### src/rtl/core/hmpf_pkg.sv
// Package for the half-maximum peak finder: sizes, controller states,
// and the command and status groups passed between controller and datapath.
// No dependencies.
`default_nettype none

package hmpf_pkg;

    // Profile store and sample sizing.
    localparam int PROFILE_DEPTH = 128;
    localparam int SAMPLE_BITS   = 16;
    localparam int MAX_RESULTS   = 63;

    // Derived widths.
    localparam int IDX_W   = $clog2(PROFILE_DEPTH);
    localparam int CNT_W   = $clog2(PROFILE_DEPTH + 1);
    localparam int COUNT_W = $clog2(MAX_RESULTS + 1);
    localparam int RES_W   = 7;

    // Controller states.
    typedef enum logic [3:0] {
        ST_LOAD,
        ST_SCAN,
        ST_SWEEP,
        ST_WL_RD,
        ST_WL_CHK,
        ST_WR_RD,
        ST_WR_CHK,
        ST_PUSH,
        ST_END
    } t_state;

    // Commands from the controller to the datapath.
    typedef struct packed {
        logic load;
        logic scan_init;
        logic sweep;
        logic hold_peak;
        logic rd_left;
        logic step_left;
        logic rd_right;
        logic step_right;
        logic resume;
        logic push_peak;
        logic push_final;
    } t_cmd;

    // Status from the datapath to the controller.
    typedef struct packed {
        logic short_prof;
        logic win_peak;
        logic sweep_end;
        logic left_go;
        logic right_go;
        logic pend_vld;
        logic out_free;
        logic count_full;
    } t_sts;

    // Fit a store index into a result field, masking or zero-extending.
    function automatic logic [RES_W-1:0] to_res(input logic [IDX_W-1:0] idx);
        logic [IDX_W+RES_W-1:0] wide;
        wide = {{RES_W{1'b0}}, idx};
        return wide[RES_W-1:0];
    endfunction

endpackage

`default_nettype wire

### src/rtl/core/hmpf_if.sv
// Valid/ready channel interfaces for the sample input and the peak results.
// Depends on hmpf_pkg for the field widths.
`default_nettype none

interface hmpf_in_if;
    logic                             valid;
    logic                             ready;
    logic [hmpf_pkg::SAMPLE_BITS-1:0] sample;
    logic                             last_sample;

    modport source (output valid, output sample, output last_sample, input ready);
    modport sink (input valid, input sample, input last_sample, output ready);
endinterface

interface hmpf_out_if;
    logic                       valid;
    logic                       ready;
    logic [hmpf_pkg::RES_W-1:0] peak_index;
    logic [hmpf_pkg::RES_W-1:0] peak_width;
    logic                       peak_found;
    logic                       final_result;
    logic                       truncated;

    modport source (output valid, output peak_index, output peak_width,
                    output peak_found, output final_result, output truncated,
                    input ready);
    modport sink (input valid, input peak_index, input peak_width,
                  input peak_found, input final_result, input truncated,
                  output ready);
endinterface

`default_nettype wire

### src/rtl/core/hmpf_ctrl.sv
// Controller state machine of the peak finder: load, sweep, half-maximum walks
// and result hand-off. Depends on hmpf_pkg for states, commands and status.
`default_nettype none

module hmpf_ctrl (
    input  wire logic           i_clk,
    input  wire logic           i_rst_n,
    input  wire logic           i_in_valid,
    input  wire logic           i_in_last,
    input  wire hmpf_pkg::t_sts i_sts,
    output hmpf_pkg::t_cmd      o_cmd,
    output logic                o_in_ready
);

    hmpf_pkg::t_state r_state;
    hmpf_pkg::t_state n_state;

    // State register.
    always_ff @(posedge i_clk) begin
        if (!i_rst_n) begin
            r_state <= hmpf_pkg::ST_LOAD;
        end else begin
            r_state <= n_state;
        end
    end

    // Next state and commands.
    always_comb begin
        n_state    = r_state;
        o_cmd      = '0;
        o_in_ready = (r_state == hmpf_pkg::ST_LOAD);
        case (r_state)
            hmpf_pkg::ST_LOAD: begin
                if (i_in_valid) begin
                    o_cmd.load = 1'b1;
                    if (i_in_last) begin
                        n_state = hmpf_pkg::ST_SCAN;
                    end
                end
            end
            hmpf_pkg::ST_SCAN: begin
                if (i_sts.short_prof) begin
                    n_state = hmpf_pkg::ST_END;
                end else begin
                    o_cmd.scan_init = 1'b1;
                    n_state         = hmpf_pkg::ST_SWEEP;
                end
            end
            hmpf_pkg::ST_SWEEP: begin
                // A peak in the window takes priority over the end of the sweep.
                if (i_sts.win_peak) begin
                    o_cmd.hold_peak = 1'b1;
                    n_state         = hmpf_pkg::ST_WL_RD;
                end else if (i_sts.sweep_end) begin
                    n_state = hmpf_pkg::ST_END;
                end else begin
                    o_cmd.sweep = 1'b1;
                end
            end
            hmpf_pkg::ST_WL_RD: begin
                o_cmd.rd_left = 1'b1;
                n_state       = hmpf_pkg::ST_WL_CHK;
            end
            hmpf_pkg::ST_WL_CHK: begin
                if (i_sts.left_go) begin
                    o_cmd.step_left = 1'b1;
                    n_state         = hmpf_pkg::ST_WL_RD;
                end else begin
                    n_state = hmpf_pkg::ST_WR_RD;
                end
            end
            hmpf_pkg::ST_WR_RD: begin
                o_cmd.rd_right = 1'b1;
                n_state        = hmpf_pkg::ST_WR_CHK;
            end
            hmpf_pkg::ST_WR_CHK: begin
                if (i_sts.right_go) begin
                    o_cmd.step_right = 1'b1;
                    n_state          = hmpf_pkg::ST_WR_RD;
                end else begin
                    n_state = hmpf_pkg::ST_PUSH;
                end
            end
            hmpf_pkg::ST_PUSH: begin
                // The previous peak moves to the output only when it is free.
                if (!i_sts.pend_vld || i_sts.out_free) begin
                    o_cmd.push_peak = 1'b1;
                    if (i_sts.count_full) begin
                        n_state = hmpf_pkg::ST_END;
                    end else begin
                        o_cmd.resume = 1'b1;
                        n_state      = hmpf_pkg::ST_SWEEP;
                    end
                end
            end
            hmpf_pkg::ST_END: begin
                if (i_sts.out_free) begin
                    o_cmd.push_final = 1'b1;
                    n_state          = hmpf_pkg::ST_LOAD;
                end
            end
            default: begin
                n_state = hmpf_pkg::ST_LOAD;
            end
        endcase
    end

endmodule

`default_nettype wire

### src/rtl/core/hmpf_datapath.sv
// Datapath of the peak finder: sample store, three-sample sweep window,
// half-maximum bounds, pending result and output register. Depends on hmpf_pkg.
`default_nettype none

module hmpf_datapath (
    input  wire logic                             i_clk,
    input  wire logic                             i_rst_n,
    input  wire hmpf_pkg::t_cmd                   i_cmd,
    output hmpf_pkg::t_sts                        o_sts,
    input  wire logic [hmpf_pkg::SAMPLE_BITS-1:0] i_sample,
    input  wire logic                             i_out_ready,
    output logic                                  o_out_valid,
    output logic [hmpf_pkg::RES_W-1:0]            o_peak_index,
    output logic [hmpf_pkg::RES_W-1:0]            o_peak_width,
    output logic                                  o_peak_found,
    output logic                                  o_final_result,
    output logic                                  o_truncated
);

    localparam int SB = hmpf_pkg::SAMPLE_BITS;
    localparam int IW = hmpf_pkg::IDX_W;
    localparam int CW = hmpf_pkg::CNT_W;
    localparam int KW = hmpf_pkg::COUNT_W;
    localparam int RW = hmpf_pkg::RES_W;

    // Sample store.
    logic [SB-1:0] mem [hmpf_pkg::PROFILE_DEPTH];
    logic [SB-1:0] r_rd_data;

    // Load bookkeeping.
    logic [CW-1:0] r_fill;
    logic          r_ovf;

    // Sweep window: samples at center-1, center, center+1.
    logic [SB-1:0] r_win0;
    logic [SB-1:0] r_win1;
    logic [SB-1:0] r_win2;
    logic [1:0]    r_win_cnt;
    logic          r_win_new;
    logic [IW-1:0] r_center;
    logic [CW-1:0] r_addr;
    logic          r_rd_vld;
    logic [IW-1:0] r_rd_idx;

    // Half-maximum walk.
    logic [IW-1:0] r_left;
    logic [IW-1:0] r_right;
    logic [SB-1:0] r_pk;

    // Pending peak result and count.
    logic          r_pend_vld;
    logic [RW-1:0] r_pend_index;
    logic [RW-1:0] r_pend_width;
    logic [KW-1:0] r_count;

    // Output register.
    logic          r_out_vld;
    logic [RW-1:0] r_out_index;
    logic [RW-1:0] r_out_width;
    logic          r_out_found;
    logic          r_out_final;
    logic          r_out_trunc;

    logic          fill_full;
    logic          addr_ok;
    logic          rd_en;
    logic [IW-1:0] rd_addr;
    logic          out_free;
    logic [SB:0]   dbl_rd;
    logic          half_above;
    logic          push_any;

    // Read address selection and helper compares.
    always_comb begin
        fill_full  = (r_fill == CW'(hmpf_pkg::PROFILE_DEPTH));
        addr_ok    = (r_addr < r_fill);
        rd_en      = (i_cmd.sweep && addr_ok) || i_cmd.rd_left || i_cmd.rd_right;
        rd_addr    = r_addr[IW-1:0];
        if (i_cmd.rd_left) begin
            rd_addr = r_left;
        end else if (i_cmd.rd_right) begin
            rd_addr = r_right;
        end
        out_free   = !r_out_vld || i_out_ready;
        dbl_rd     = {r_rd_data, 1'b0};
        half_above = (dbl_rd > {1'b0, r_pk});
        push_any   = (i_cmd.push_peak && r_pend_vld) || i_cmd.push_final;
    end

    // Status to the controller.
    always_comb begin
        o_sts.short_prof = (r_fill < CW'(3));
        o_sts.win_peak   = r_win_new && (r_win_cnt == 2'd3) &&
                           (r_win1 > r_win0) && (r_win1 > r_win2);
        o_sts.sweep_end  = (r_win_cnt == 2'd3) &&
                           ((CW'(r_center) + CW'(2)) == r_fill);
        o_sts.left_go    = (r_left != '0) && half_above;
        o_sts.right_go   = ((CW'(r_right) + CW'(1)) < r_fill) && half_above;
        o_sts.pend_vld   = r_pend_vld;
        o_sts.out_free   = out_free;
        o_sts.count_full = (r_count == KW'(hmpf_pkg::MAX_RESULTS - 1));
    end

    // Store write during loading and a single registered read port.
    always_ff @(posedge i_clk) begin
        if (i_cmd.load && !fill_full) begin
            mem[r_fill[IW-1:0]] <= i_sample;
        end
        if (rd_en) begin
            r_rd_data <= mem[rd_addr];
        end
    end

    // Control registers.
    always_ff @(posedge i_clk) begin
        if (!i_rst_n) begin
            r_fill     <= '0;
            r_ovf      <= 1'b0;
            r_win_cnt  <= '0;
            r_win_new  <= 1'b0;
            r_addr     <= '0;
            r_rd_vld   <= 1'b0;
            r_left     <= '0;
            r_right    <= '0;
            r_pend_vld <= 1'b0;
            r_count    <= '0;
            r_out_vld  <= 1'b0;
        end else begin
            // Loading: keep what fits, flag the rest.
            if (i_cmd.load) begin
                if (fill_full) begin
                    r_ovf <= 1'b1;
                end else begin
                    r_fill <= r_fill + CW'(1);
                end
            end

            // Sweep start, sample stream and restart after a walk.
            r_rd_vld <= i_cmd.sweep && addr_ok;
            if (i_cmd.scan_init) begin
                r_win_cnt  <= '0;
                r_win_new  <= 1'b0;
                r_addr     <= '0;
                r_pend_vld <= 1'b0;
                r_count    <= '0;
            end
            if (i_cmd.sweep) begin
                if (r_rd_vld) begin
                    r_win_new <= 1'b1;
                    if (r_win_cnt != 2'd3) begin
                        r_win_cnt <= r_win_cnt + 2'd1;
                    end
                end
                if (addr_ok) begin
                    r_addr <= r_addr + CW'(1);
                end
            end
            if (i_cmd.resume) begin
                r_addr <= CW'(r_center) + CW'(2);
            end

            // Half-maximum bounds.
            if (i_cmd.hold_peak) begin
                r_win_new <= 1'b0;
                r_left    <= r_center;
                r_right   <= r_center;
            end
            if (i_cmd.step_left) begin
                r_left <= r_left - IW'(1);
            end
            if (i_cmd.step_right) begin
                r_right <= r_right + IW'(1);
            end

            // Result bookkeeping.
            if (i_cmd.push_peak) begin
                r_pend_vld <= 1'b1;
                r_count    <= r_count + KW'(1);
            end
            if (i_cmd.push_final) begin
                r_pend_vld <= 1'b0;
                r_fill     <= '0;
                r_ovf      <= 1'b0;
            end

            // Output valid holds until the transaction completes.
            if (push_any) begin
                r_out_vld <= 1'b1;
            end else if (i_out_ready) begin
                r_out_vld <= 1'b0;
            end
        end
    end

    // Payload registers.
    always_ff @(posedge i_clk) begin
        if (i_cmd.sweep) begin
            if (r_rd_vld) begin
                r_win0   <= r_win1;
                r_win1   <= r_win2;
                r_win2   <= r_rd_data;
                r_center <= r_rd_idx - IW'(1);
            end
            r_rd_idx <= r_addr[IW-1:0];
        end
        if (i_cmd.hold_peak) begin
            r_pk <= r_win1;
        end
        if (i_cmd.push_peak) begin
            r_pend_index <= hmpf_pkg::to_res(r_center);
            r_pend_width <= hmpf_pkg::to_res(r_right - r_left);
        end
        if (i_cmd.push_peak && r_pend_vld) begin
            r_out_index <= r_pend_index;
            r_out_width <= r_pend_width;
            r_out_found <= 1'b1;
            r_out_final <= 1'b0;
            r_out_trunc <= r_ovf;
        end
        if (i_cmd.push_final) begin
            // Last peak of the profile, or the marker when none was found.
            r_out_index <= r_pend_vld ? r_pend_index : '0;
            r_out_width <= r_pend_vld ? r_pend_width : '0;
            r_out_found <= r_pend_vld;
            r_out_final <= 1'b1;
            r_out_trunc <= r_ovf;
        end
    end

    assign o_out_valid    = r_out_vld;
    assign o_peak_index   = r_out_index;
    assign o_peak_width   = r_out_width;
    assign o_peak_found   = r_out_found;
    assign o_final_result = r_out_final;
    assign o_truncated    = r_out_trunc;

`ifndef SYNTHESIS
    // A result never overwrites one that is still waiting at the output.
    a_push_free: assert property (@(posedge i_clk) disable iff (!i_rst_n)
        push_any |-> out_free)
        else $error("result pushed while the output register was occupied");

    // The left bound never passes the right bound.
    a_bounds: assert property (@(posedge i_clk) disable iff (!i_rst_n)
        r_left <= r_right)
        else $error("half-maximum bounds crossed");

    // The fill count stays within the store.
    a_fill: assert property (@(posedge i_clk) disable iff (!i_rst_n)
        r_fill <= CW'(hmpf_pkg::PROFILE_DEPTH))
        else $error("fill count beyond the store depth");

    // No more peaks than the result limit are collected.
    a_count: assert property (@(posedge i_clk) disable iff (!i_rst_n)
        i_cmd.push_peak |=> r_count <= KW'(hmpf_pkg::MAX_RESULTS))
        else $error("peak count beyond the result limit");
`endif

endmodule

`default_nettype wire

### src/rtl/core/half_max_peak_finder.sv
// Half-maximum peak finder. Loading takes one sample per cycle; the scan starts
// in the cycle after the last sample and holds off input until the final result
// enters the output register. A scan streams the samples through the single
// store read port; for each peak it walks left, then right, reading and then
// checking one sample per step, then hands the result off and refills the window.
// Synchronous active-low reset returns to loading with an empty store.
`default_nettype none

module half_max_peak_finder (
    input  wire logic i_clk,
    input  wire logic i_rst_n,
    hmpf_in_if.sink   i_in,
    hmpf_out_if.source o_out
);

    hmpf_pkg::t_cmd cmd;
    hmpf_pkg::t_sts sts;
    logic           in_ready;

    // Controller.
    hmpf_ctrl u_ctrl (
        .i_clk      (i_clk),
        .i_rst_n    (i_rst_n),
        .i_in_valid (i_in.valid),
        .i_in_last  (i_in.last_sample),
        .i_sts      (sts),
        .o_cmd      (cmd),
        .o_in_ready (in_ready)
    );

    assign i_in.ready = in_ready;

    // Datapath.
    hmpf_datapath u_datapath (
        .i_clk          (i_clk),
        .i_rst_n        (i_rst_n),
        .i_cmd          (cmd),
        .o_sts          (sts),
        .i_sample       (i_in.sample),
        .i_out_ready    (o_out.ready),
        .o_out_valid    (o_out.valid),
        .o_peak_index   (o_out.peak_index),
        .o_peak_width   (o_out.peak_width),
        .o_peak_found   (o_out.peak_found),
        .o_final_result (o_out.final_result),
        .o_truncated    (o_out.truncated)
    );

endmodule

`default_nettype wire

### src/flat_wrapper.sv
// flat-port wrapper written by rule: the top's interface ports become plain ports
module half_max_peak_finder_flat 
  (i_clk, i_rst_n, i_in_valid, i_in_sample, i_in_last_sample, i_in_ready, o_out_valid, o_out_peak_index, o_out_peak_width, o_out_peak_found, o_out_final_result, o_out_truncated, o_out_ready);
  hmpf_in_if i_in_i ();
  hmpf_out_if o_out_i ();
  input  wire logic i_clk;
  input  wire logic i_rst_n;
  input wire logic [$bits(i_in_i.valid)-1:0] i_in_valid;
  input wire logic [$bits(i_in_i.sample)-1:0] i_in_sample;
  input wire logic [$bits(i_in_i.last_sample)-1:0] i_in_last_sample;
  output wire logic [$bits(i_in_i.ready)-1:0] i_in_ready;
  output wire logic [$bits(o_out_i.valid)-1:0] o_out_valid;
  output wire logic [$bits(o_out_i.peak_index)-1:0] o_out_peak_index;
  output wire logic [$bits(o_out_i.peak_width)-1:0] o_out_peak_width;
  output wire logic [$bits(o_out_i.peak_found)-1:0] o_out_peak_found;
  output wire logic [$bits(o_out_i.final_result)-1:0] o_out_final_result;
  output wire logic [$bits(o_out_i.truncated)-1:0] o_out_truncated;
  input wire logic [$bits(o_out_i.ready)-1:0] o_out_ready;
  assign i_in_i.valid = i_in_valid;
  assign i_in_i.sample = i_in_sample;
  assign i_in_i.last_sample = i_in_last_sample;
  assign i_in_ready = i_in_i.ready;
  assign o_out_valid = o_out_i.valid;
  assign o_out_peak_index = o_out_i.peak_index;
  assign o_out_peak_width = o_out_i.peak_width;
  assign o_out_peak_found = o_out_i.peak_found;
  assign o_out_final_result = o_out_i.final_result;
  assign o_out_truncated = o_out_i.truncated;
  assign o_out_i.ready = o_out_ready;
  half_max_peak_finder u_core (.i_clk(i_clk), .i_rst_n(i_rst_n), .i_in(i_in_i), .o_out(o_out_i));
endmodule
### config.mk
export PLATFORM = sky130hd
export DESIGN_NAME = half_max_peak_finder_flat
export DESIGN_NICKNAME = d
export VERILOG_FILES = /design/src/rtl/core/hmpf_pkg.sv /design/src/rtl/core/hmpf_if.sv /design/src/rtl/core/hmpf_ctrl.sv /design/src/rtl/core/hmpf_datapath.sv /design/src/rtl/core/half_max_peak_finder.sv /design/src/flat_wrapper.sv
export SDC_FILE = /design/constraint.sdc
export NUM_CORES = 2
export LEC_CHECK = 0
export BUFFER_PORTS_ARGS = -buffer_cell sky130_fd_sc_hd__buf_2
export CAP_MARGIN = 10
export CELL_PAD_IN_SITES_DETAIL_PLACEMENT = 1
export CELL_PAD_IN_SITES_GLOBAL_PLACEMENT = 2
export CORE_MARGIN = 8
export CORE_UTILIZATION = 32
export CTS_CLUSTER_SIZE = 14
export DETAILED_ROUTE_END_ITERATION = 12
export HOLD_SLACK_MARGIN = 0.05
export PLACE_DENSITY_LB_ADDON = 0.1
export REMOVE_ABC_BUFFERS = 1
export SYNTH_ARGS = -nofsm -noshare
export SYNTH_HDL_FRONTEND = slang
export SYNTH_HIERARCHICAL = 1
export SYNTH_SLANG_ARGS = --single-unit
export TNS_END_PERCENT = 5
### constraint.sdc
create_clock -name i_clk -period 13.4 [get_ports i_clk]
set_clock_uncertainty 0.15 [all_clocks]
set_input_delay 1.34 -clock i_clk [delete_from_list [all_inputs] [get_ports i_clk]]
set_output_delay 1.34 -clock i_clk [all_outputs]
set_load 0.02 [all_outputs]
Word level (Yosys, flattened, before mapping)
Memories as Yosys holds them, arrays and structs flattened. A register that Yosys moved wholly into a read port is not among the register bits.
Index checks and enable logic that the tools add are counted.
- bits in registers: 156
- output and inout bits: 19
- word-level logic and storage cells: 156
- memory bits (writable): 2048
- memories kept: 1
- input bits: 21
- memory list (memory ; words ; width ; rd ports ; clocked after memory_dff ; write ports ; line ; text):
    u_core.u_datapath.mem ; 128 ; 16 ; 1 ; 1 ; 1 ; hmpf_datapath.sv:27 ; logic [SB-1:0] mem [hmpf_pkg::PROFILE_DEPTH];
- multiplexer cells: 64
- order comparisons: 6
- equal/unequal tests: 18
- bitwise logic cells: 2
- add/subtract/negate cells: 10
- reductions and logical operators: 30
- operator list (kind ; count):
    $mux 7 ; 11
    $pmux 4 s9 ; 1
    $gt 16x16->1 ; 2
    $mux 4 ; 8
    $mux 8 ; 4
    $mux 1 ; 29
    $gt 17x16->1 ; 1
    $add 8x1->8 const B ; 2
    $eq 4x3->1 const B ; 4
    $lt 8x8->1 ; 2
    $mux 2 ; 8
    $sub 7x1->7 const B ; 2
    $mux 6 ; 2
    $ne 2x2->1 const B ; 5
    $reduce_bool 2->1 ; 5
    $logic_and 1x1->1 ; 9
    $add 7x1->8 const B ; 1
    $add 7x2->8 const B ; 1
    $eq 4x2->1 const B ; 2
    $eq 8x8->1 ; 1
    $eq 8x8->1 const B ; 1
    $lt 8x2->1 const B ; 1
    $add 7x1->7 const B ; 1
    $reduce_bool 7->1 ; 1
    other kinds (16) ; 26

Longest topological paths before layout
- depth after elaboration: 9
- depth in mapped cells: 19
- mapped depth without buffers: 18

Modules after synthesis
The synthesis kept the hierarchy.
- modules (own cells, without submodules) (module ; area each (µm²) ; cells an instance ; times used ; seq. area each (µm²)):
    hmpf_datapath ; 88750.1 ; 6180 ; 1 ; 66103.4
    hmpf_ctrl ; 425.4 ; 59 ; 1 ; 80.1

Least setup slack after synthesis
OpenSTA, ideal clock, no wires.
- path kind: input port to flip-flop
- start point: in o_out_ready
- end point: reg u_core.u_datapath.r_out_found (netlist: u_core/u_datapath/o_peak_found), enable pin
- stages on the path: 7
- library setup time: 0.364 ns
- slack: 8.982 ns
- data required time: 12.886 ns
- buffers on the path: 2
- data arrival time: 3.905 ns
- path through: nand2b_1 -> buf_4 -> nand2b_1 -> nor3b_1 -> clkbuf_1 -> a21oi_1 -> inv_1
- RTL lines (element ; line ; text):
    start, declared ; flat_wrapper.sv:18 ; input wire logic [$bits(o_out_i.ready)-1:0] o_out_ready;
    end signal, assigned ; hmpf_datapath.sv:224 ; r_out_found <= r_pend_vld;
    end, declared ; hmpf_datapath.sv:60 ; logic r_out_found;

==> qor.yml <==
drt_iter0_markers: 4822
final-hold-violation-count: 0
cts_hold_buf: 0
leakage_nw: 33.81
fin_crit_ns: 6.929
utilization_pct: 37.01
synthesis.area_um2: 89180
worstMarginPinSlew_ns: 1.276
gp_congestion: 0.7810
yosys_warnings: 6
row_count: 194
ioPinCount: 40
p_per_area_nw_per_um2: 142.6
pwr-share-comb_pct: 1.5
cts_tree: "yes"
yosys-top-cells-area: "edfxtp_1, nand2_1, nand3_1"
track_usage_pct: 21.31
required_ns: 13.96
post-synth-top-area-fraction_pct: 73.14
area_delta_synth_final_pct: 15.45
cts-root-buf: "clkbuf_16"
dp_hpwl_um: 196400
antenna_found_initial: 27
setup_ws_ns: 6.471
status: "finished clean"
critPathLaunchType: "register"
ys_seq_area_share_pct: 74.22
avgSynthCellArea_um2: 14.29
coreArea_um2: 278200
via_count: 54610
multi_input_area_um2: 21430
die_w_um: 543.9
grt_busiest_layer: "met2"
cts_buffer_depth: 4
use_met1_pct: 30.57
grt_max_degree: 146
crit_fanout: 117
final_layout_size_suffix_gt1_share_pct: 13.54
cts_setup_buffers: 0
routed_wl_um: 323200
synth_top_area_cell: "edfxtp_1"
endpoint_kind: "register"
critPathSlowestCell: "nor4_1"
die_h_um: 543.9
slew_headroom_pct: 14.96
p_clk_share_pct: 46.5
synth_seq_cells: 2220
rsz0062_at_grt: "false"
synth_edf_count: 2172
cts_buffers: 266
htree_levels: 5
ir_drop_mv: 0.1026
tns_ns: 0
crit_path_max_incr_delay_ns: 0.88
wl_per_cell_um: 31.11
dieArea_um2: 295800
slew_violations: 0
path_cells: "nand2b_1, nor2_1, mux2i_4, o21ai_4, buf_12, buf_4, buf_4, buf_4, nand2_1, nand3_1, a21oi_1, nor4_1, o21ai_0, nand4_1"
regArea_um2: 66180
intPower_mw: 11.56
path_clk_slew_ns: 0.06
finalSetupViolations: 0
crit_path_frequent_cell: "buf_4"
max_clock_freq_ghz: 0.1443
initial_core_util_pct: 32.06
n_fill_cell: 28500
finalCritPeriodShare_pct: 51.71
first_global_vias: 54900
netlist_instances: 6239
port_buffers: 39
switchingPower_mw: 3.122
grt_use_met3_pct: 3.223
drv_cap: 0
synth_cell_types: 76
synth-async-reset-ratio_pct: 0
hold_class: "register to register"
seqPwrFrac_pct: 52.0
p_sw_share_pct: 21.26
drc: 0
viasPerCell: 5.255
grt_overflow: 0
synth-main-ff-cell: "edfxtp_1"
whs_ns: 0.2972
insertion_delay_ns: 0.91
dr.pass1.iters: 5
critical_path_class: "register to register"
ctsResizeCount: 0
place_ws_ns: 6.239
cts.sinks: 2220
arrival_ns: 7.49
grt_pass1_wl_um: 450100
gr-usage-met2_pct: 34.76
ant_nets: 0
nets: 6558
[cell usage after synthesis (10+ instances only)]
cell      count
edfxtp_1   2172
nand2_1    1391
nand3_1     846
nor2_1      253
a21oi_1     204
mux2i_1     164
mux4_2      131
clkbuf_1    126
buf_2       112
inv_1        79
ha_1         77
nand4_1      72
nor4_1       51
dfxtp_1      48
buf_4        46
nor3_1       35
o21ai_0      33
xnor2_1      31
buf_6        29
a22oi_1      27
buf_1        24
a21o_1       23
a32oi_1      22
nand2b_1     20
o22ai_1      18
and2_1       16
and3_1       16
a211oi_1     13
nor2b_1      13
a31oi_1      12
a221oi_1     10
xor2_1       10
[power groups by stage]
stage	combinational (mW)	clock (mW)	sequential (mW)
3_5_place_dp	0.223	0	7.78
3_3_place_gp	0.218	0	7.78
5_1_grt	0.229	7.27	7.63
6_report	0.217	6.83	7.63
2_1_floorplan	0.0366	0	7.78
4_1_cts	0.223	7.03	7.63
[layout make-up]
| type | instances | share of cell area (%) |
|---|---|---|
| repair buffers | 290 | 2.232 |
| clock inverters | 116 | 0.9576 |
| well taps | 3724 | 4.526 |
| inverters | 81 | 0.2953 |
| clock buffers | 346 | 6.860 |
| diodes | 14 | 0.03403 |
| flip-flops and latches | 2220 | 64.28 |
| multi-input cells | 3600 | 20.81 |
[routing by layer]
layer  wire [um]  vias to the layer above
met5          49                        -
met2      152200                     1349
li1            -                    23790
met1      147600                    29100
met4        6152                        8
met3       17250                      360
[flip-flops by register name, indices dropped and copies added (netlist names), 8 cells and up]
register / count
u_core/u_datapath/r_rd_data: 16
u_core/u_datapath/r_pk: 16
u_core/u_datapath/r_win1: 16
u_core/u_datapath/r_fill: 8
u_core/u_datapath/r_addr: 8
u_core/u_datapath/mem: 2048
u_core/u_datapath/r_win0: 16
u_core/u_datapath/r_win2: 16
[worst paths after layout]
| path | from | to | slack (ns) | cells after the start |
|---|---|---|---|---|
| worst min register to register | u_core/u_datapath/r_win2[5] | u_core/u_datapath/r_win1[5] | 0.30 | 0 |
| worst max-delay path | u_core/u_ctrl/r_state[2] | u_core/u_datapath/r_rd_data[10] | 6.47 | 14 |
| worst max register to register | u_core/u_ctrl/r_state[2] | u_core/u_datapath/r_rd_data[10] | 6.47 | 14 |
| worst min-delay path | u_core/u_datapath/r_win2[5] | u_core/u_datapath/r_win1[5] | 0.30 | 0 |
[per-stage QoR]
stage	power, mW	instance area [um2]	cells
floorplan	7.812	87370	5901
global placement	7.995	94680	9901
detailed placement	8.000	94840	9913
CTS	14.88	102900	10380
global route	15.13	102900	10380
finish	14.68	103000	10390
[kinds of logic after synthesis]
group           share of synthesized area (%)
compound gates                          3.035
flops                                   74.22
fa+ha+maj                               1.103
mux                                     5.372
buf+inv                                 2.371
simple gates                            13.50
xor+xnor                               0.4027
[worst max-delay path: cells and delay by family, from the launching register on]
kind            cells  cell delay [ns]
compound gates      3             1.10
buf+inv             4             2.15
flops               1             0.65
mux                 1             0.17
simple gates        6             2.32
[cells in the final DEF (no fill, tap or decap), types with 18 or more instances in the layout]
master     instances
buf_2             26
nand3_1          842
mux4_2           131
a32oi_1           22
nand2_1         1388
a22oi_1           27
a21o_1            23
o22ai_1           18
buf_4            245
edfxtp_1        2172
nor4_1            37
inv_1             78
nand4_1           72
nor2_2            75
nor2_1           167
nor3_1            29
xnor2_1           31
a21oi_1          204
ha_1              77
dfxtp_1           48
clkinv_1          54
clkbuf_16        271
mux2i_1          164
o21ai_0           29
nand2b_1          20
clkinv_2          28
clkbuf_1          75
Power figures use the tool's default switching activity.
